<file path="src/rtl/dft_pkg.sv">
`timescale 1ns / 1ps
// ----------------------------------------------------------------------------
// dft_pkg
// Types, character codes and helpers shared by the tokenizer modules.
// ----------------------------------------------------------------------------
package dft_pkg;

    // Event codes on the result channel
    typedef enum logic [3:0] {
        EV_OPEN_ARRAY    = 4'd0,
        EV_CLOSE_ARRAY   = 4'd1,
        EV_OPEN_DICT     = 4'd2,
        EV_CLOSE_DICT    = 4'd3,
        EV_STRING_CHAR   = 4'd4,
        EV_STRING_END    = 4'd5,
        EV_KEY_CHAR      = 4'd6,
        EV_KEY_END       = 4'd7,
        EV_END_OF_STREAM = 4'd8,
        EV_ERROR         = 4'd9
    } ev_kind_t;

    // Lexer mode, one-hot
    typedef enum logic [3:0] {
        MODE_IDLE   = 4'b0001,
        MODE_KEY    = 4'b0010,
        MODE_STRING = 4'b0100,
        MODE_ESCAPE = 4'b1000
    } lex_mode_t;

    typedef struct packed {
        logic [7:0] byte_in;
        logic       end_of_input;
    } in_item_t;

    typedef struct packed {
        ev_kind_t   event_kind;
        logic [7:0] char_out;
        logic       last_event;
    } out_item_t;

    // Lexer outputs for one input byte
    typedef struct packed {
        lex_mode_t  mode;
        logic       quote_dbl;
        logic [1:0] ev_cnt;
        out_item_t  ev0;
        out_item_t  ev1;
    } lex_res_t;

    // Result of handling one byte between tokens
    typedef struct packed {
        logic      has_ev;
        out_item_t ev;
        lex_mode_t mode;
        logic      set_quote;
        logic      quote_dbl;
    } idle_res_t;

    // Result queue depth; a power of two so the pointers wrap on their own
    localparam int Q_DEPTH = 4;
    localparam int Q_PTR_W = $clog2(Q_DEPTH);
    localparam int Q_CNT_W = $clog2(Q_DEPTH + 1);

    localparam logic [7:0] CH_TAB    = 8'h09;
    localparam logic [7:0] CH_LF     = 8'h0A;
    localparam logic [7:0] CH_VT     = 8'h0B;
    localparam logic [7:0] CH_CR     = 8'h0D;
    localparam logic [7:0] CH_SPACE  = 8'h20;
    localparam logic [7:0] CH_DQUOTE = 8'h22;
    localparam logic [7:0] CH_SQUOTE = 8'h27;
    localparam logic [7:0] CH_DASH   = 8'h2D;
    localparam logic [7:0] CH_LBRACK = 8'h5B;
    localparam logic [7:0] CH_BSLASH = 8'h5C;
    localparam logic [7:0] CH_RBRACK = 8'h5D;
    localparam logic [7:0] CH_USCORE = 8'h5F;
    localparam logic [7:0] CH_LOW_N  = 8'h6E;
    localparam logic [7:0] CH_LOW_T  = 8'h74;
    localparam logic [7:0] CH_LOW_V  = 8'h76;
    localparam logic [7:0] CH_LBRACE = 8'h7B;
    localparam logic [7:0] CH_RBRACE = 8'h7D;

    function automatic logic may_be_key(input logic [7:0] c);
        return (c inside {[8'h61:8'h7A], [8'h41:8'h5A], [8'h30:8'h39], CH_DASH, CH_USCORE});
    endfunction

    function automatic out_item_t mk_ev(input ev_kind_t k, input logic [7:0] ch);
        out_item_t e;
        e.event_kind = k;
        e.char_out   = ch;
        e.last_event = 1'b0;
        return e;
    endfunction

    function automatic idle_res_t idle_step(input logic [7:0] c, input logic eoi);
        idle_res_t r;
        r.has_ev    = 1'b1;
        r.ev        = mk_ev(EV_ERROR, 8'd0);
        r.mode      = MODE_IDLE;
        r.set_quote = 1'b0;
        r.quote_dbl = 1'b0;
        if (eoi) begin
            r.ev = mk_ev(EV_END_OF_STREAM, 8'd0);
        end else if (c inside {CH_TAB, CH_LF, CH_CR, CH_VT, CH_SPACE}) begin
            r.has_ev = 1'b0;
        end else if (c == CH_LBRACK) begin
            r.ev = mk_ev(EV_OPEN_ARRAY, 8'd0);
        end else if (c == CH_RBRACK) begin
            r.ev = mk_ev(EV_CLOSE_ARRAY, 8'd0);
        end else if (c == CH_LBRACE) begin
            r.ev = mk_ev(EV_OPEN_DICT, 8'd0);
        end else if (c == CH_RBRACE) begin
            r.ev = mk_ev(EV_CLOSE_DICT, 8'd0);
        end else if (c == CH_SQUOTE || c == CH_DQUOTE) begin
            r.has_ev    = 1'b0;
            r.mode      = MODE_STRING;
            r.set_quote = 1'b1;
            r.quote_dbl = (c == CH_DQUOTE);
        end else if (may_be_key(c)) begin
            r.ev   = mk_ev(EV_KEY_CHAR, c);
            r.mode = MODE_KEY;
        end
        return r;
    endfunction

endpackage

</file>
<file path="src/rtl/dft_lexer.sv">
`timescale 1ns / 1ps
// ----------------------------------------------------------------------------
// dft_lexer
// Next-state and event logic for one input byte: up to two events.
// ----------------------------------------------------------------------------
module dft_lexer
    import dft_pkg::*;
(
    input  lex_mode_t mode,
    input  logic      quote_dbl,
    input  in_item_t  item,
    output lex_res_t  res
);

    idle_res_t  idle;
    logic [7:0] c;
    logic       eoi;
    logic [7:0] quote_ch;
    logic [7:0] esc_ch;

    assign c        = item.byte_in;
    assign eoi      = item.end_of_input;
    assign quote_ch = quote_dbl ? CH_DQUOTE : CH_SQUOTE;
    assign idle     = idle_step(c, eoi);

    always_comb begin
        case (c)
            CH_LOW_T: esc_ch = CH_TAB;
            CH_LOW_V: esc_ch = CH_VT;
            CH_LOW_N: esc_ch = CH_LF;
            default:  esc_ch = c;
        endcase
    end

    always_comb begin
        res.mode      = mode;
        res.quote_dbl = quote_dbl;
        res.ev_cnt    = 2'd0;
        res.ev0       = mk_ev(EV_ERROR, 8'd0);
        res.ev1       = mk_ev(EV_ERROR, 8'd0);
        case (mode)
            MODE_IDLE: begin
                res.mode   = idle.mode;
                res.ev_cnt = {1'b0, idle.has_ev};
                res.ev0    = idle.ev;
                if (idle.set_quote) begin
                    res.quote_dbl = idle.quote_dbl;
                end
            end
            MODE_KEY: begin
                if (!eoi && may_be_key(c)) begin
                    res.ev_cnt = 2'd1;
                    res.ev0    = mk_ev(EV_KEY_CHAR, c);
                end else begin
                    // key_end, then the terminating byte is handled as idle
                    res.ev0    = mk_ev(EV_KEY_END, 8'd0);
                    res.ev1    = idle.ev;
                    res.ev_cnt = idle.has_ev ? 2'd2 : 2'd1;
                    res.mode   = idle.mode;
                    if (idle.set_quote) begin
                        res.quote_dbl = idle.quote_dbl;
                    end
                end
            end
            MODE_STRING: begin
                if (eoi) begin
                    res.mode   = MODE_IDLE;
                    res.ev_cnt = 2'd1;
                end else if (c == CH_BSLASH) begin
                    res.mode = MODE_ESCAPE;
                end else if (c == quote_ch) begin
                    res.mode   = MODE_IDLE;
                    res.ev_cnt = 2'd1;
                    res.ev0    = mk_ev(EV_STRING_END, 8'd0);
                end else begin
                    res.ev_cnt = 2'd1;
                    res.ev0    = mk_ev(EV_STRING_CHAR, c);
                end
            end
            MODE_ESCAPE: begin
                res.ev_cnt = 2'd1;
                if (eoi) begin
                    res.mode = MODE_IDLE;
                end else begin
                    res.mode = MODE_STRING;
                    res.ev0  = mk_ev(EV_STRING_CHAR, esc_ch);
                end
            end
            default: begin
                res.mode = MODE_IDLE;
            end
        endcase
        // mark the final event of this byte
        if (res.ev_cnt == 2'd2) begin
            res.ev1.last_event = 1'b1;
        end else begin
            res.ev0.last_event = 1'b1;
        end
    end

endmodule

</file>
<file path="src/rtl/data_format_tokenizer.sv">
`timescale 1ns / 1ps
// ----------------------------------------------------------------------------
// data_format_tokenizer
// Byte-at-a-time tokenizer for a bracketed string/array/dict text format.
// ----------------------------------------------------------------------------
//
//  Channel | Ports                         | Carries
//  --------+-------------------------------+------------------------------------
//  input   | s_valid, s_ready, s_data      | one byte or end-of-input mark
//  result  | m_valid, m_ready, m_data      | one token event per transfer
//
//  One input byte is taken per cycle while s_ready is high. The lexer state
//  updates in the same cycle, and its 0..2 events land in a 4-entry result
//  queue; the result port drains one event per cycle while m_ready is high,
//  so bytes that make two events (a key closed by a bracket, a bad byte or
//  the end mark) need two result transfers. s_ready is high while the queue
//  has room for two events. Reset (aresetn low, synchronous) empties the
//  queue and returns the lexer to idle between tokens. Stalls on m_ready
//  back up through s_ready.
module data_format_tokenizer
    import dft_pkg::*;
(
    input  logic      aclk,
    input  logic      aresetn,

    input  logic      s_valid,
    output logic      s_ready,
    input  in_item_t  s_data,

    output logic      m_valid,
    input  logic      m_ready,
    output out_item_t m_data
);

    // Lexer state
    lex_mode_t  mode_reg, mode_next;
    logic       quote_reg, quote_next;

    // Result queue: entries, pointers and fill count
    out_item_t            q_reg [Q_DEPTH];
    logic [Q_PTR_W-1:0]   wr_reg, wr_next;
    logic [Q_PTR_W-1:0]   rd_reg, rd_next;
    logic [Q_CNT_W-1:0]   cnt_reg, cnt_next;

    lex_res_t   lex;
    logic       in_xfer;
    logic       out_xfer;
    logic [1:0] push_n;

    dft_lexer u_lexer (
        .mode      (mode_reg),
        .quote_dbl (quote_reg),
        .item      (s_data),
        .res       (lex)
    );

    // Room for the worst case of two events is kept before taking a byte
    assign s_ready  = (cnt_reg <= Q_CNT_W'(Q_DEPTH - 2));
    assign in_xfer  = s_valid && s_ready;
    assign m_valid  = (cnt_reg != '0);
    assign out_xfer = m_valid && m_ready;
    assign m_data   = q_reg[rd_reg];
    assign push_n   = in_xfer ? lex.ev_cnt : 2'd0;

    always_comb begin
        mode_next  = mode_reg;
        quote_next = quote_reg;
        if (in_xfer) begin
            mode_next  = lex.mode;
            quote_next = lex.quote_dbl;
        end
        wr_next  = wr_reg + Q_PTR_W'(push_n);
        rd_next  = rd_reg + Q_PTR_W'(out_xfer);
        cnt_next = cnt_reg + Q_CNT_W'(push_n) - Q_CNT_W'(out_xfer);
    end

    always_ff @(posedge aclk) begin
        if (!aresetn) begin
            mode_reg  <= MODE_IDLE;
            quote_reg <= 1'b0;
            wr_reg    <= '0;
            rd_reg    <= '0;
            cnt_reg   <= '0;
        end else begin
            mode_reg  <= mode_next;
            quote_reg <= quote_next;
            wr_reg    <= wr_next;
            rd_reg    <= rd_next;
            cnt_reg   <= cnt_next;
        end
    end

    // Queue payload, no reset needed
    always_ff @(posedge aclk) begin
        if (push_n != 2'd0) begin
            q_reg[wr_reg] <= lex.ev0;
        end
        if (push_n == 2'd2) begin
            q_reg[wr_reg + Q_PTR_W'(1)] <= lex.ev1;
        end
    end

endmodule

</file>
<file path="config.mk">
export PLATFORM = sky130hd
export DESIGN_NAME = data_format_tokenizer
export DESIGN_NICKNAME = d
export VERILOG_FILES = /design/src/rtl/dft_pkg.sv /design/src/rtl/dft_lexer.sv /design/src/rtl/data_format_tokenizer.sv
export SDC_FILE = /design/constraint.sdc
export NUM_CORES = 1
export LEC_CHECK = 0
export BUFFER_PORTS_ARGS = -buffer_cell sky130_fd_sc_hd__buf_2
export CORE_UTILIZATION = 54
export CTS_CLUSTER_SIZE = 30
export DETAILED_ROUTE_END_ITERATION = 8
export GPL_TIMING_DRIVEN = 0
export PLACE_DENSITY = 0.83
export SYNTH_ARGS = -nofsm -noshare
export SYNTH_HDL_FRONTEND = slang
export SYNTH_SLANG_ARGS = --single-unit
</file>
<file path="constraint.sdc">
create_clock -name aclk -period 3.1 [get_ports aclk]
set_input_delay 0.155 -clock aclk [delete_from_list [all_inputs] [get_ports aclk]]
set_output_delay 0.155 -clock aclk [all_outputs]
set_load 0.005 [all_outputs]
</file>
==> results.md, run 1 <==
- The tree built by TritonCTS fans out to 64 sinks.
- The placed wire-length estimate is 5.32 mm.
- After global routing the overflow that remains totals 0.
- Measured on the finished design, the core utilization comes to 65.2%.
- Using the TritonRoute via totals, the vias-per-cell ratio works out to 6.16.
- The async set-reset flop share out of synthesis is 0%.
- After the first detailed-routing iteration, the DRC count stood at 201.
- The total of fill cells in the finished design is 490.
- The overall die height is 84.3 um.
- For this block, the routed nets add up to 7.56 mm of wire.
- The highest achievable clock rate is 331 MHz.
- The number of global-route vias before repair is 2519.
- In this run the tool buffered the top-level ports with 24 buffer cells.
- The critical path contains buffers and inverters numbering 4 combined.
- The leading register cell type out of synthesis is sky130_fd_sc_hd__edfxtp_1.
- The number of I/O pins is 28.
- The number of register bits inferred by synthesis is 64.
- Leaving out filler cells and counting taps, the final layout contains 441.
- Dividing total power by cell area gives a power density of 649 mW/mm^2.
- Summed over all instances, the cell type with the most area after synthesis is sky130_fd_sc_hd__edfxtp_1.
- The final number of max-transition violations is 0.
- The detailed-routing iteration count for the pre-antenna-repair pass is 7.
- The worst path in the final design needs a cycle of 3.02 ns, including I/O delays and setup.
- The final count of hold timing violations is 0.
- The number of nets in the final layout is 378.
- By area the synthesized netlist is led by sky130_fd_sc_hd__edfxtp_1 (43%), sky130_fd_sc_hd__mux4_2 (8.0%), sky130_fd_sc_hd__dfxtp_1 (6.6%).
- The biggest fanout along the worst timing path is 10.
- The category of the worst setup path launch point is a flop.
- The layout overhead on the synthesized area is 15.0%.
- The post-route worst setup slack is 0.0829 ns.
- The analysis attributes to cell leakage a power of 1.53 nW.
- In this design, the critical path's most frequently occurring cell is sky130_fd_sc_hd__inv_1.
- The flip-flop count of the largest register after layout is 52.
- The synthesized instance count is 316.
- The cell family contributing the most delay on the critical path is adder cells.
- The initial antenna violation count is 0.
- The worst vdd rail ir drop is 0.269 mV.
- For the final routed database, the setup TNS stands at 0 ns.
- The final critical path takes up 97.3% of the cycle.
- Sequential cells were found to cover 49.2% of the synthesized design area.
- The proportion of netlist area held by the largest area contributor is 42.7%.
- The cell count after placement is 418.
- Clock-pin slew was measured on the worst setup and hold paths at 0.07 ns.
- For this configuration, the core starts out at a cell density of 56.7%.
- The run finished, with violations left.
- The multi-input combinational cells in the finished layout cover a total of 0.00176 sq mm.
- On the worst path, the slowest cell contributes a delay of 0.51 ns.
- The final setup violation count is 0.
- At the worst endpoint, the required time is 3.34 ns.
- The count of warnings emitted by yosys is 0.
- For this block, the via count after detailed routing is 2715.
- The min-delay analysis places its worst path in the category in -> reg.
- The ratio of cells with drive above 1 in the final layout is 26.9%.
- At the end of routability-driven placement, the weighted congestion stood at 0.859.
- The number of nets handed over by synthesis was 335.
- For the final database, setup skew stands at 0.00522 ns.
- The number of buffers created by CTS is 9.
- The tree is rooted in a sky130_fd_sc_hd__clkbuf_8.
- Across the run, the number of max-cap violations was 0.
- The die outline width is 84.3 um.
- The count of inserted antenna diode cells is 0.
- The clock passes through at most 2 buffers.
- In this run the standard cell core region covers 0.00646 sq mm.
- Yosys mapped a number of flops with a built-in enable equal to 52.
- Summing internal, switching and leakage power gives 2.73 mW.
- For the pin with the worst max-slew slack, the measured transition is 1.31 ns.
- The per-cell routed wire length is 17.1 um.
- In this run the tightest slew margin relative to its limit is 12.4%.
- The final reports fail on DRC.
- The TritonCTS clock tree is done.
- The first-pass GRT wire length is 12.3 mm.
- Counting distinct cell types in the post-synthesis netlist gives 73.
- STA puts the critical path data arrival time at 3.25 ns.
- Entering global routing, the biggest net connects 14 pins.
- The worst setup slack before clock tree synthesis is -0.305 ns.
- The die covers 0.00711 sq mm.
- In the routed design, unresolved DRC markers number 4.
- The element type at the critical path end is a flop.
- The cell with the biggest individual delay on the critical path is sky130_fd_sc_hd__or4b_4.
- Summing all flip-flop and latch instances after layout gives 0.00180 sq mm.
- The total number of placement rows is 29.
- The signal on the critical path passes through clkbuf_4 -> or4b_4 -> a311o_1 -> a21oi_2 -> inv_1 -> ha_1 -> inv_1 -> ha_1 -> inv_1 -> fa_1 -> xor2_1 -> xnor2_1 -> and2_1.
- Global routing consumed, over all layers together, 22.6% of the routing resources.
- The depth of the CTS H-tree is 3.
- Dividing the synthesized area by the synthesized cell count gives 11.6 sq um.
- The mapped cell area is 0.00366 sq mm.
- The source-to-sink clock delay at the later pin of the worst-skew pair is 0.34 ns.
- The antenna violation net count after detailed routing is 0.
- The startpoint-to-endpoint class of the critical path is reg -> reg.
[layout by cell type, fill, tap and decap left out, types with 3 or more instances in the layout]
master	n
sky130_fd_sc_hd__o211a_1	4
sky130_fd_sc_hd__dfxtp_1	11
sky130_fd_sc_hd__mux4_2	13
sky130_fd_sc_hd__buf_6	3
sky130_fd_sc_hd__buf_4	9
sky130_fd_sc_hd__clkbuf_1	8
sky130_fd_sc_hd__nand3_1	11
sky130_fd_sc_hd__buf_2	33
sky130_fd_sc_hd__nor3b_1	3
sky130_fd_sc_hd__inv_1	7
sky130_fd_sc_hd__a31oi_1	3
sky130_fd_sc_hd__o21ai_0	17
sky130_fd_sc_hd__xnor2_1	4
sky130_fd_sc_hd__nor2b_1	22
sky130_fd_sc_hd__nand2_1	15
sky130_fd_sc_hd__nand4_1	3
sky130_fd_sc_hd__edfxtp_1	52
sky130_fd_sc_hd__nor3_2	3
sky130_fd_sc_hd__o21ai_1	4
sky130_fd_sc_hd__nor2_1	16
sky130_fd_sc_hd__clkbuf_8	9
sky130_fd_sc_hd__nor3_1	5
sky130_fd_sc_hd__and3b_1	3
sky130_fd_sc_hd__and2_1	9
sky130_fd_sc_hd__or3_1	4
sky130_fd_sc_hd__xor2_1	5
sky130_fd_sc_hd__a21oi_1	18
sky130_fd_sc_hd__ha_1	5
[metal layers]
metal | up-vias | track usage, % | routed length (um)
li1 | 1297 | - | -
met1 | 1288 | 30.5 | 3310
met4 | 0 | 8.93 | 78
met5 | - | 0 | 0
met3 | 8 | 5.41 | 537
met2 | 122 | 35.5 | 3640
[power breakdown]
group          total, mW  switching [mW]  internal [mW]
Combinational      0.850           0.445          0.404
Sequential          1.11          0.0454           1.07
Clock              0.768           0.319          0.449
[metrics by stage]
stage	hold slack, ns	area [sq um]
after floorplan	0.309	3660
after global placement	0.453	3880
after detailed placement	0.459	3900
after CTS	0.0885	4150
after global routing	0.0909	4210
final	0.102	4210
[worst paths after layout]
kind | startpoint | endpoint | slack [ns] | depth (start not counted)
worst max-delay path | mode_reg[2]$_SDFFE_PN0P_ | cnt_reg[2]$_SDFF_PN0_ | 0.08 | 13
worst max register to register | mode_reg[2]$_SDFFE_PN0P_ | cnt_reg[2]$_SDFF_PN0_ | 0.08 | 13
worst min register to register | wr_reg[0]$_SDFF_PN0_ | wr_reg[0]$_SDFF_PN0_ | 0.59 | 2
worst min-delay path | aresetn | mode_reg[3]$_SDFFE_PN0P_ | 0.10 | 2
[final cells by class]
class | count | area share, %
buffer | 22 | 2.79
sequential | 64 | 42.8
multi-input combinational | 222 | 41.9
clock buffer | 10 | 3.03
tap | 77 | 2.29
timing repair buffer | 33 | 4.55
clock inverter | 6 | 1.99
inverter | 7 | 0.624
[kinds of logic after synthesis]
kind of cell,after synthesis,share of synthesized area (%)
and+or+nand+nor,121,20.5
AOI/OAI and AO/OA,73,13.9
DFF,64,49.2
buffers and inverters,30,4.00
muxes,13,8.00
xor gates and xnor gates,9,2.15
adders and majority gates,6,2.26
[repair_timing]
| action | in CTS | in global routing |
|---|---|---|
| resized for setup | 5 | 2 |
| setup endpoints to repair | 28 | 1 |
| buffers inserted | 1 | 7 |
| hold buffers | 0 | 0 |
| pin swaps | 1 | 3 |
[Yosys cell counts (3+ instances only)]
cell	count
sky130_fd_sc_hd__o21ai_0	17
sky130_fd_sc_hd__xnor2_1	4
sky130_fd_sc_hd__inv_1	7
sky130_fd_sc_hd__nor3_1	6
sky130_fd_sc_hd__nor3b_1	3
sky130_fd_sc_hd__xor2_1	5
sky130_fd_sc_hd__nand2_1	15
sky130_fd_sc_hd__nand4_1	3
sky130_fd_sc_hd__nand3_1	11
sky130_fd_sc_hd__and2_1	9
sky130_fd_sc_hd__or3_1	4
sky130_fd_sc_hd__ha_1	5
sky130_fd_sc_hd__o21ai_1	4
sky130_fd_sc_hd__edfxtp_1	52
sky130_fd_sc_hd__a21oi_1	19
sky130_fd_sc_hd__and3b_1	3
sky130_fd_sc_hd__dfxtp_1	12
sky130_fd_sc_hd__clkbuf_1	7
sky130_fd_sc_hd__nor2b_1	22
sky130_fd_sc_hd__o211a_1	4
sky130_fd_sc_hd__mux4_2	13
sky130_fd_sc_hd__nor2_1	16
sky130_fd_sc_hd__buf_2	11
sky130_fd_sc_hd__a31oi_1	3
No activity file was read; power rests on OpenSTA's default activity.
==> run 2, diff against run 1 <==
--- a/config.mk
+++ b/config.mk
@@ -5,12 +5,14 @@
 export SDC_FILE = /design/constraint.sdc
 export NUM_CORES = 1
 export LEC_CHECK = 0
+export ABC_AREA = 1
 export BUFFER_PORTS_ARGS = -buffer_cell sky130_fd_sc_hd__buf_2
-export CORE_UTILIZATION = 54
+export CORE_UTILIZATION = 55
 export CTS_CLUSTER_SIZE = 30
 export DETAILED_ROUTE_END_ITERATION = 8
 export GPL_TIMING_DRIVEN = 0
-export PLACE_DENSITY = 0.83
+export PLACE_DENSITY = 0.81
+export SLEW_MARGIN = 20
 export SYNTH_ARGS = -nofsm -noshare
 export SYNTH_HDL_FRONTEND = slang
 export SYNTH_SLANG_ARGS = --single-unit
==> constraint.sdc (replaced) <==
create_clock -name aclk -period 3.41 [get_ports aclk]
set_input_delay 0.1705 -clock aclk [delete_from_list [all_inputs] [get_ports aclk]]
set_output_delay 0.1705 -clock aclk [all_outputs]
set_load 0.005 [all_outputs]
==> run 2 against run 1 <==
  * Sequential share of layout area shrank 0.59 points
  * Critical endpoint unchanged
  * Largest cell class unchanged
  * Routed wire length rose by 16%
  * The run now ends clean
  * First-iteration DRC count is 6.0% higher
==> results.md, run 2 <==
- Outcome: finished clean (was complete, but fails checks).
- The per-cell routed wire length came to 14.8 um (was 17.1 um).
- Most frequent cells in the layout: sky130_fd_sc_hd__nand2_1 (111), sky130_fd_sc_hd__nor2_1 (70), sky130_fd_sc_hd__inv_1 (52), sky130_fd_sc_hd__edfxtp_1 (52), sky130_fd_sc_hd__o21ai_0 (37) (was sky130_fd_sc_hd__edfxtp_1 (52), sky130_fd_sc_hd__buf_2 (33), sky130_fd_sc_hd__nor2b_1 (22), sky130_fd_sc_hd__a21oi_1 (18), sky130_fd_sc_hd__o21ai_0 (17)).
- The cell type with the largest total area after synthesis is sky130_fd_sc_hd__edfxtp_1 (unchanged).
- The count of warnings emitted by yosys was 0 (unchanged).
- Commonest cells post-synth: sky130_fd_sc_hd__nand2_1 (111), sky130_fd_sc_hd__nor2_1 (70), sky130_fd_sc_hd__edfxtp_1 (52), sky130_fd_sc_hd__inv_1 (52), sky130_fd_sc_hd__o21ai_0 (37) (was sky130_fd_sc_hd__edfxtp_1 (52), sky130_fd_sc_hd__nor2b_1 (22), sky130_fd_sc_hd__a21oi_1 (19)).
- The required time reported for the critical path endpoint is 3.64 ns (was 3.34 ns).
- The register area is 0.00180 sq mm (about the same).
- The count of flip-flops with a built-in enable after synthesis is 52 (unchanged).
- The overall die height was 85.3 um (was 84.3 um).
- The distinct cell type count after synthesis was 34 (was 73).
- The remaining design rule violation count came to 0 (was 4).
- The register-to-register setup slack came to 0.90 ns (was 0.08 ns).
- The async set-reset flop share out of synthesis is 0% (unchanged).
- The first-pass GRT wire length is 14.3 mm (was 12.3 mm).
- The post-CTS setup repair buffer count was 0 (was 1).
- The final critical-path required period came to 2.51 ns (was 3.02 ns).
- The element type at the critical path end is a flop (unchanged).
- Setup repair after global routing left no endpoint under its margin.
- The global placement routability congestion is 0.929 (was 0.859).
- The post-synthesis area per instance came to 8.07 sq um (was 11.6 sq um).
- The most repeated cell in the gate-level netlist after synthesis is sky130_fd_sc_hd__nand2_1 (was sky130_fd_sc_hd__edfxtp_1).
- The leading register cell type out of synthesis was sky130_fd_sc_hd__edfxtp_1 (unchanged).
- The area enclosed by the die boundary came to 0.00727 sq mm (was 0.00711 sq mm).
- The final count of hold timing violations is 0 (unchanged).
- The total number of placement rows came to 29 (unchanged).
- The layout overhead on the synthesized area is 11.8% (was 15.0%).
- The most common cell after layout, fill and taps aside was sky130_fd_sc_hd__nand2_1 (was sky130_fd_sc_hd__edfxtp_1).
- The number of hold buffers added after cts is 0 (unchanged).
- The leakage power is 1.83 nW (was 1.53 nW).
- The maximum number of buffers from clock root to sink is 2 (unchanged).
- The number of instances resized during post-cts repair is 0 (was 5).
- The number of max-cap violations is 0 (unchanged).
- The root buffer cell was sky130_fd_sc_hd__clkbuf_8 (unchanged).
- The clock-pin slew on the worst setup and hold paths is 0.07 ns (about the same).
- The final setup violation count is 0 (unchanged).
- The detailed-routing iteration count for the pre-antenna-repair pass is 5 (was 7).
- The critical path arrival was 2.74 ns (was 3.25 ns).
- The biggest fanout along the worst timing path is 9 (was 10).
- The final routed wirelength across all metal layers came to 8.80 mm (was 7.56 mm).
- The total of fill cells in the finished design is 554 (was 490).
- The category of the worst setup path launch point is a flop (unchanged).
- The total nets after synthesis is 492 (was 335).
- The terminating pin of the worst hold path was wr_reg[0]$_SDFF_PN0_ (was mode_reg[3]$_SDFFE_PN0P_).
- The quantity of I/O buffers inserted on ports was 27 (was 24).
- The proportion of netlist area held by the largest area contributor is 40.9% (was 42.7%).
- The number of I/O pins is 28 (unchanged).
- The highest achievable clock rate came to 399 MHz (was 331 MHz).
- The measured slew at the worst slew-check pin was 0.671 ns (was 1.31 ns).
- The DRC violation total after the first TritonRoute iteration was 213 (was 201).
- The antenna violation net count after detailed routing was 0 (unchanged).
- The startpoint-to-endpoint class of the critical path is reg -> reg (unchanged).
- The power per unit of standard cell area came to 638 mW/mm^2 (was 649 mW/mm^2).
- The source-to-sink clock delay at the later pin of the worst-skew pair was 0.35 ns (was 0.34 ns).
- The TritonCTS sink count came to 64 (unchanged).
- The largest clock skew in the final design is 0.0103 ns (was 0.00522 ns).
- The worst min-delay path category is in -> reg (unchanged).
- The number of cells traversed by the worst register-to-register path came to 14 (was 13).
- The placed wire-length estimate was 6.28 mm (was 5.32 mm).
- The number of register bits inferred by synthesis is 64 (unchanged).
- The vias per cell is 5.62 (was 6.16).
- The total number of vias is 3331 (was 2715).
- The number of nets in the final layout is 530 (was 378).
- The cell depth of the worst min-delay path is 3 (was 2).
- Top cells by area in the synthesized netlist: sky130_fd_sc_hd__edfxtp_1 (41%), sky130_fd_sc_hd__nand2_1 (11%), sky130_fd_sc_hd__nor2_1 (6.9%) (was sky130_fd_sc_hd__edfxtp_1 (43%), sky130_fd_sc_hd__mux4_2 (8.0%), sky130_fd_sc_hd__dfxtp_1 (6.6%)).
- The number of buffers created by CTS is 9 (unchanged).
- The count of inserted antenna diode cells was 0 (unchanged).
- The relative slew slack is 55.2% (was 12.4%).
- The final number of max-transition violations came to 0 (unchanged).
- The launch instance of the worst min-delay path is aresetn (unchanged).
- The initial standard-cell utilization of the core is 58.4% (was 56.7%).
- The pin count of the biggest net entering global routing was 14 (unchanged).
- The TritonCTS clock tree is done (unchanged).
- The flip-flop count of the largest register after layout was 52 (unchanged).
- The die outline width was 85.3 um (was 84.3 um).
- The sequential share of the synthesized area is 47.2% (was 49.2%).
- The worst vdd rail ir drop is 0.252 mV (was 0.269 mV).
- The depth of the CTS H-tree is 3 (unchanged).
- The initial antenna violation count is 0 (unchanged).
- The post-route clock period utilization is 73.6% (was 97.3%).
- The synthesized instance count is 473 (was 316).
- The source of the worst register-to-register timing path is mode_reg[0]$_SDFFE_PN1P_ (was mode_reg[2]$_SDFFE_PN0P_).
- The destination of the worst register-to-register timing path was cnt_reg[2]$_SDFF_PN0_ (unchanged).
- The floorplan core area is 0.00653 sq mm (was 0.00646 sq mm).
- The mapped cell area is 0.00381 sq mm (was 0.00366 sq mm).
- The area taken by multi-input logic gates came to 0.00173 sq mm (was 0.00176 sq mm).
- The setup TNS after final layout is 0 ns (unchanged).
- The ratio of cells with drive above 1 in the final layout is 17.2% (was 26.9%).
- The overflow left after global routing was 0 (unchanged).
- The overall fraction of global-route tracks in use came to 25.9% (was 22.6%).
- The hold slack is 0.125 ns (was 0.102 ns).
- The number of global-route vias before repair is 3042 (was 2519).
run 2: final cells by class:
cell class              count  share of cell area (%)
repair buffers             27                    3.17
clock inverters             7                    2.23
clock buffers               9                    2.90
flip-flops and latches     64                    42.2
inverters                  61                    5.37
plain buffers              12                    1.32
well taps                  77                    2.26
multi-input cells         336                    40.5
run 2: worst max path at each step:
stage	endpoint	start
after floorplan	cnt_reg[2]$_SDFF_PN0_	s_data[6]
after global placement	cnt_reg[2]$_SDFF_PN0_	s_data[8]
after detailed placement	cnt_reg[2]$_SDFF_PN0_	s_data[8]
after CTS	cnt_reg[2]$_SDFF_PN0_	mode_reg[0]$_SDFFE_PN1P_
after global routing	cnt_reg[2]$_SDFF_PN0_	mode_reg[0]$_SDFFE_PN1P_
final	cnt_reg[2]$_SDFF_PN0_	mode_reg[0]$_SDFFE_PN1P_
run 2: logic make-up (layout without fill, tap and decap cells):
kind of cell | count (synthesis) | in the layout | synth area share (%)
AOI/OAI and AO/OA | 80 | 80 | 11.5
DFF | 64 | 64 | 47.2
and+or+nand+nor | 246 | 246 | 30.7
adders and majority gates | 6 | 6 | 2.16
xor gates and xnor gates | 4 | 4 | 0.919
buffers and inverters | 73 | 116 | 7.48
run 2: worst max-delay path, stage by stage, from the launching register on:
cell and delay (ns):
sky130_fd_sc_hd__dfxtp_1 0.34, sky130_fd_sc_hd__nor2_1 0.15, sky130_fd_sc_hd__nand3_1 0.27, sky130_fd_sc_hd__inv_1 0.15, sky130_fd_sc_hd__o21ai_0 0.16, sky130_fd_sc_hd__nand3_1 0.13, sky130_fd_sc_hd__nand2_1 0.08, sky130_fd_sc_hd__ha_1 0.28
sky130_fd_sc_hd__inv_1 0.06, sky130_fd_sc_hd__ha_1 0.12, sky130_fd_sc_hd__inv_1 0.04, sky130_fd_sc_hd__fa_1 0.37, sky130_fd_sc_hd__xor2_1 0.17, sky130_fd_sc_hd__inv_1 0.06, sky130_fd_sc_hd__nor2_1 0.03
run 2: per-layer routing:
layer / up-vias / track usage [%] / wire [um]
li1: 1642 / - / -
met1: 1533 / 33.0 / 3730
met2: 139 / 43.7 / 4350
met3: 17 / 6.42 / 559
met4: 0 / 8.03 / 157
met5: - / 0 / 0
run 2: through the flow:
step	utilization (%)	cell area, sq um	setup slack (ns)	power, mW	std cells
floorplan	-	3810	1.08	1.69	473
global placement	62.0	4050	0.722	1.96	577
detailed placement	62.0	4050	0.638	2.00	577
CTS	65.3	4270	0.908	2.71	593
global route	65.3	4270	0.662	2.89	593
finish	65.3	4270	0.901	2.72	593
run 2: where the power goes:
group          switching, mW  internal (mW)  total, mW
registers             0.0446          0.985       1.03
logic                  0.646          0.320      0.966
clock network          0.312          0.413      0.725
total                   1.00           1.72       2.72
==> run 3, diff against run 2 <==
--- a/config.mk
+++ b/config.mk
@@ -11,7 +11,7 @@
 export CTS_CLUSTER_SIZE = 30
 export DETAILED_ROUTE_END_ITERATION = 8
 export GPL_TIMING_DRIVEN = 0
-export PLACE_DENSITY = 0.81
+export PLACE_DENSITY = 0.84
 export SLEW_MARGIN = 20
 export SYNTH_ARGS = -nofsm -noshare
 export SYNTH_HDL_FRONTEND = slang
==> constraint.sdc (replaced) <==
create_clock -name aclk -period 2 [get_ports aclk]
set_input_delay 0.1 -clock aclk [delete_from_list [all_inputs] [get_ports aclk]]
set_output_delay 0.1 -clock aclk [all_outputs]
set_load 0.005 [all_outputs]
==> run 3 against run 2 <==
  * The flow now finishes with violations (setup timing)
  * Clock power grew 33%
  * Final cell count grew 4.4%
  * Power grew 75%
  * Design area grew 10%
==> results.md, run 3 (synthesized netlist as in run 2, its figures left out) <==
- The count of inserted antenna diode cells is 0 (unchanged).
- The total of fill cells in the finished design is 482 (was 554).
- The DRC violation total after the first TritonRoute iteration is 297 (was 213).
- The most common cell after layout, fill and taps aside was sky130_fd_sc_hd__nand2_1 (unchanged).
- The die outline width is 85.3 um (unchanged).
- The final non-filler cell total was 619 (was 593).
- The cell count after placement is 577 (unchanged).
- The switching portion of total power is 39.7% (was 36.9%).
- The critical path arrival was 2.35 ns (was 2.74 ns).
- The root buffer cell was sky130_fd_sc_hd__clkbuf_8 (unchanged).
- The number of global-route vias before repair came to 3350 (was 3042).
- Most frequent cells in the layout: sky130_fd_sc_hd__nand2_1 (96), sky130_fd_sc_hd__nor2_1 (63), sky130_fd_sc_hd__edfxtp_1 (52), sky130_fd_sc_hd__inv_1 (41), sky130_fd_sc_hd__o21ai_0 (36) (was sky130_fd_sc_hd__nand2_1 (111), sky130_fd_sc_hd__nor2_1 (70), sky130_fd_sc_hd__inv_1 (52), sky130_fd_sc_hd__edfxtp_1 (52), sky130_fd_sc_hd__o21ai_0 (37)).
- The clock share of power is 20.2% (was 26.6%).
- The measured slew at the worst slew-check pin came to 0.630 ns (was 0.671 ns).
- The final count of hold timing violations was 0 (unchanged).
- The worst min-delay path category was in -> reg (unchanged).
- Setup repair after global routing missed its margin: true (was false).
- The pin count of the biggest net entering global routing is 14 (unchanged).
- The source-to-sink clock delay at the later pin of the worst-skew pair was 0.34 ns (was 0.35 ns).
- The number of I/O pins is 28 (unchanged).
- The combinational fraction of design power was 42.7% (was 35.5%).
- The biggest fanout along the worst timing path is 5 (was 9).
- The final routed wirelength across all metal layers is 10.3 mm (was 8.80 mm).
- The stage delay of the slowest cell on the critical path came to 0.32 ns (was 0.37 ns).
- The flip-flop count of the largest register after layout is 52 (unchanged).
- The total power is 4.77 mW (was 2.72 mW).
- The category of the worst setup path launch point is an input port (was flop).
- The cell area after layout came to 0.00469 sq mm (was 0.00427 sq mm).
- The detailed-routing iteration count for the pre-antenna-repair pass came to 5 (unchanged).
- The per-cell routed wire length is 16.6 um (was 14.8 um).
- The global-route track usage on met1 came to 35.0% (was 33.0%).
- Cell Chain, Critical Path: buf_2 -> nand2_1 -> inv_1 -> nand2_2 -> nand2_1 -> nand2_1 -> nand2_1 -> nand2_1 -> and2_4 -> nand2_1 -> nand2_1 -> nand3_2 -> nand2_2 -> ha_4 -> inv_4 -> ha_4 -> inv_2 -> fa_2 -> xor2_1 -> inv_1 -> nor2_1 (was nor2_1 -> nand3_1 -> inv_1 -> o21ai_0 -> nand3_1 -> nand2_1 -> ha_1 -> inv_1 -> ha_1 -> inv_1 -> fa_1 -> xor2_1 -> inv_1 -> nor2_1).
- The leakage power was 1.98 nW (was 1.83 nW).
- The maximum number of buffers from clock root to sink is 2 (unchanged).
- The number of max-cap violations is 0 (unchanged).
- The checks that failed: setup timing.
- The quantity of I/O buffers inserted on ports came to 27 (unchanged).
- The final core utilization is 71.8% (was 65.3%).
- The largest clock skew in the final design was 0.0118 ns (was 0.0103 ns).
- The setup TNS after final layout is -0.238 ns (was 0 ns).
- The met3 track demand over resource in global routing is 5.64% (was 6.42%).
- The global placement routability congestion was 0.924 (was 0.929).
- The power per unit of standard cell area is 1020 mW/mm^2 (was 638 mW/mm^2).
- The element type at the critical path end is a flop (unchanged).
- The placed wire-length estimate is 6.40 mm (was 6.28 mm).
- The worst path uses 105% of the clock period.
- The number of buffers created by CTS was 9 (unchanged).
- The number of nets in the final layout came to 556 (was 530).
- The floorplan core area is 0.00653 sq mm (unchanged).
- The relative slew slack is 57.6% (was 55.2%).
- The remaining design rule violation count is 0 (unchanged).
- The layout overhead on the synthesized area is 23.0% (was 11.8%).
- The clock-pin slew on the worst setup and hold paths is 0.08 ns (was 0.07 ns).
- The TritonCTS sink count is 64 (unchanged).
- The hold slack is 0.0452 ns (was 0.125 ns).
- The startpoint-to-endpoint class of the critical path is in -> reg (was reg -> reg).
- The final setup violation count is 3 (was 0).
- The depth of the CTS H-tree is 3 (unchanged).
- The overflow left after global routing is 0 (unchanged).
- The ratio of cells with drive above 1 in the final layout is 31.4% (was 17.2%).
- The busiest layer in global routing was met2 (unchanged).
- Static timing analysis puts the maximum clock frequency at 474 MHz.
- The required time reported for the critical path endpoint is 2.24 ns (was 3.64 ns).
- The internal power was 2.87 mW (was 1.72 mW).
- Outcome: complete, but fails checks (was finished clean).
- The initial standard-cell utilization of the core is 58.4% (unchanged).
- The cell with the biggest individual delay on the critical path is sky130_fd_sc_hd__fa_2 (was sky130_fd_sc_hd__fa_1).
- The overall die height is 85.3 um (unchanged).
- The post-route worst setup slack was -0.109 ns (was 0.901 ns).
- The routed design could run at a clock period as short as 2.11 ns.
- The total number of vias is 3686 (was 3331).
- The TritonCTS clock tree is done (unchanged).
- The met2 track demand over resource is 46.8% (was 43.7%).
- The part of the total power dissipated in sequential elements is 37.2% (was 37.8%).
- The switching power total came to 1.89 mW (was 1.00 mW).
- The area enclosed by the die boundary is 0.00727 sq mm (unchanged).
- The overall fraction of global-route tracks in use is 27.7% (was 25.9%).
- The vias per cell is 5.95 (was 5.62).
- The area after detailed placement came to 0.00413 sq mm (was 0.00405 sq mm).
- The worst vdd rail ir drop is 0.667 mV (was 0.252 mV).
- The final number of max-transition violations is 0 (unchanged).
- The first-pass GRT wire length came to 15.6 mm (was 14.3 mm).
- The most frequent cell on the critical path is sky130_fd_sc_hd__nand2_1 (was sky130_fd_sc_hd__inv_1).
- The register-to-register setup slack is -0.08 ns (was 0.90 ns).
- The worst setup slack before clock tree synthesis is -0.590 ns (was 0.638 ns).
- The total number of placement rows is 29 (unchanged).
- The antenna violation net count after detailed routing is 0 (unchanged).
- The initial antenna violation count is 0 (unchanged).
==> run 3: cell types whose count changed in the layout (fill, tap and decap cells not counted), moves of 5 or more <==
cell / previous run / this run
sky130_fd_sc_hd__nor2_1: 70 / 63
sky130_fd_sc_hd__inv_4: 0 / 5
sky130_fd_sc_hd__nand2_1: 111 / 96
sky130_fd_sc_hd__inv_1: 52 / 41
sky130_fd_sc_hd__buf_4: 0 / 26
sky130_fd_sc_hd__nand3_1: 14 / 8
sky130_fd_sc_hd__clkbuf_2: 0 / 5
sky130_fd_sc_hd__nand2_2: 6 / 15
sky130_fd_sc_hd__nand2_4: 2 / 7
==> run 3: what timing repair did <==
action / 4_1_cts / 5_1_grt
endpoints found under the hold margin: 0 / 0
gates cloned: 0 / 1
endpoints found under the setup margin: 72 / 80
pin swaps: 14 / 11
hold buffers: 0 / 0
gates resized for setup: 38 / 31
buffers inserted: 18 / 7
==> run 3: final cells by class <==
| class | count | area, sq um | area share (%) |
|---|---|---|---|
| clock inverters | 6 | 36.3 | 0.773 |
| plain buffers | 12 | 71.3 | 1.52 |
| multi-input cells | 336 | 1950 | 41.5 |
| clock buffers | 10 | 128 | 2.72 |
| repair buffers | 53 | 335 | 7.15 |
| well taps | 77 | 96.3 | 2.05 |
| inverters | 61 | 267 | 5.68 |
| flip-flops and latches | 64 | 1810 | 38.6 |
==> run 3: final timing paths <==
| check | startpoint | cells after the start | to |
|---|---|---|---|
| worst min-delay path | aresetn | 3 | wr_reg[0]$_SDFF_PN0_ |
| worst max-delay path | s_data[4] | 21 | cnt_reg[2]$_SDFF_PN0_ |
| worst max register to register | mode_reg[3]$_SDFFE_PN0P_ | 16 | cnt_reg[2]$_SDFF_PN0_ |
| worst min register to register | mode_reg[0]$_SDFFE_PN1P_ | 2 | mode_reg[0]$_SDFFE_PN1P_ |
==> run 3: power groups by stage <==
stage | Clock, mW | Sequential [mW] | Combinational, mW
after floorplan | 0 | 1.76 | 1.14
after detailed placement | 0 | 1.79 | 1.66
after global routing | 0.998 | 1.79 | 2.25
after CTS | 0.945 | 1.77 | 1.82
after global placement | 0 | 1.78 | 1.60
final | 0.961 | 1.77 | 2.03
==> run 3: worst max-delay path: cells and delay by family <==
kind | cells | cell delay [ns]
adder cells (fa/ha/maj) | 3 | 0.64
XOR/XNOR | 1 | 0.15
buffers and inverters | 5 | 0.37
AND/OR/NAND/NOR | 12 | 1.09
==> run 3: layer usage <==
layer	share of wire, %	routed length, um
met1	39	4060
met2	49	5020
met3	8.6	885
met4	3.1	321
met5	0	0
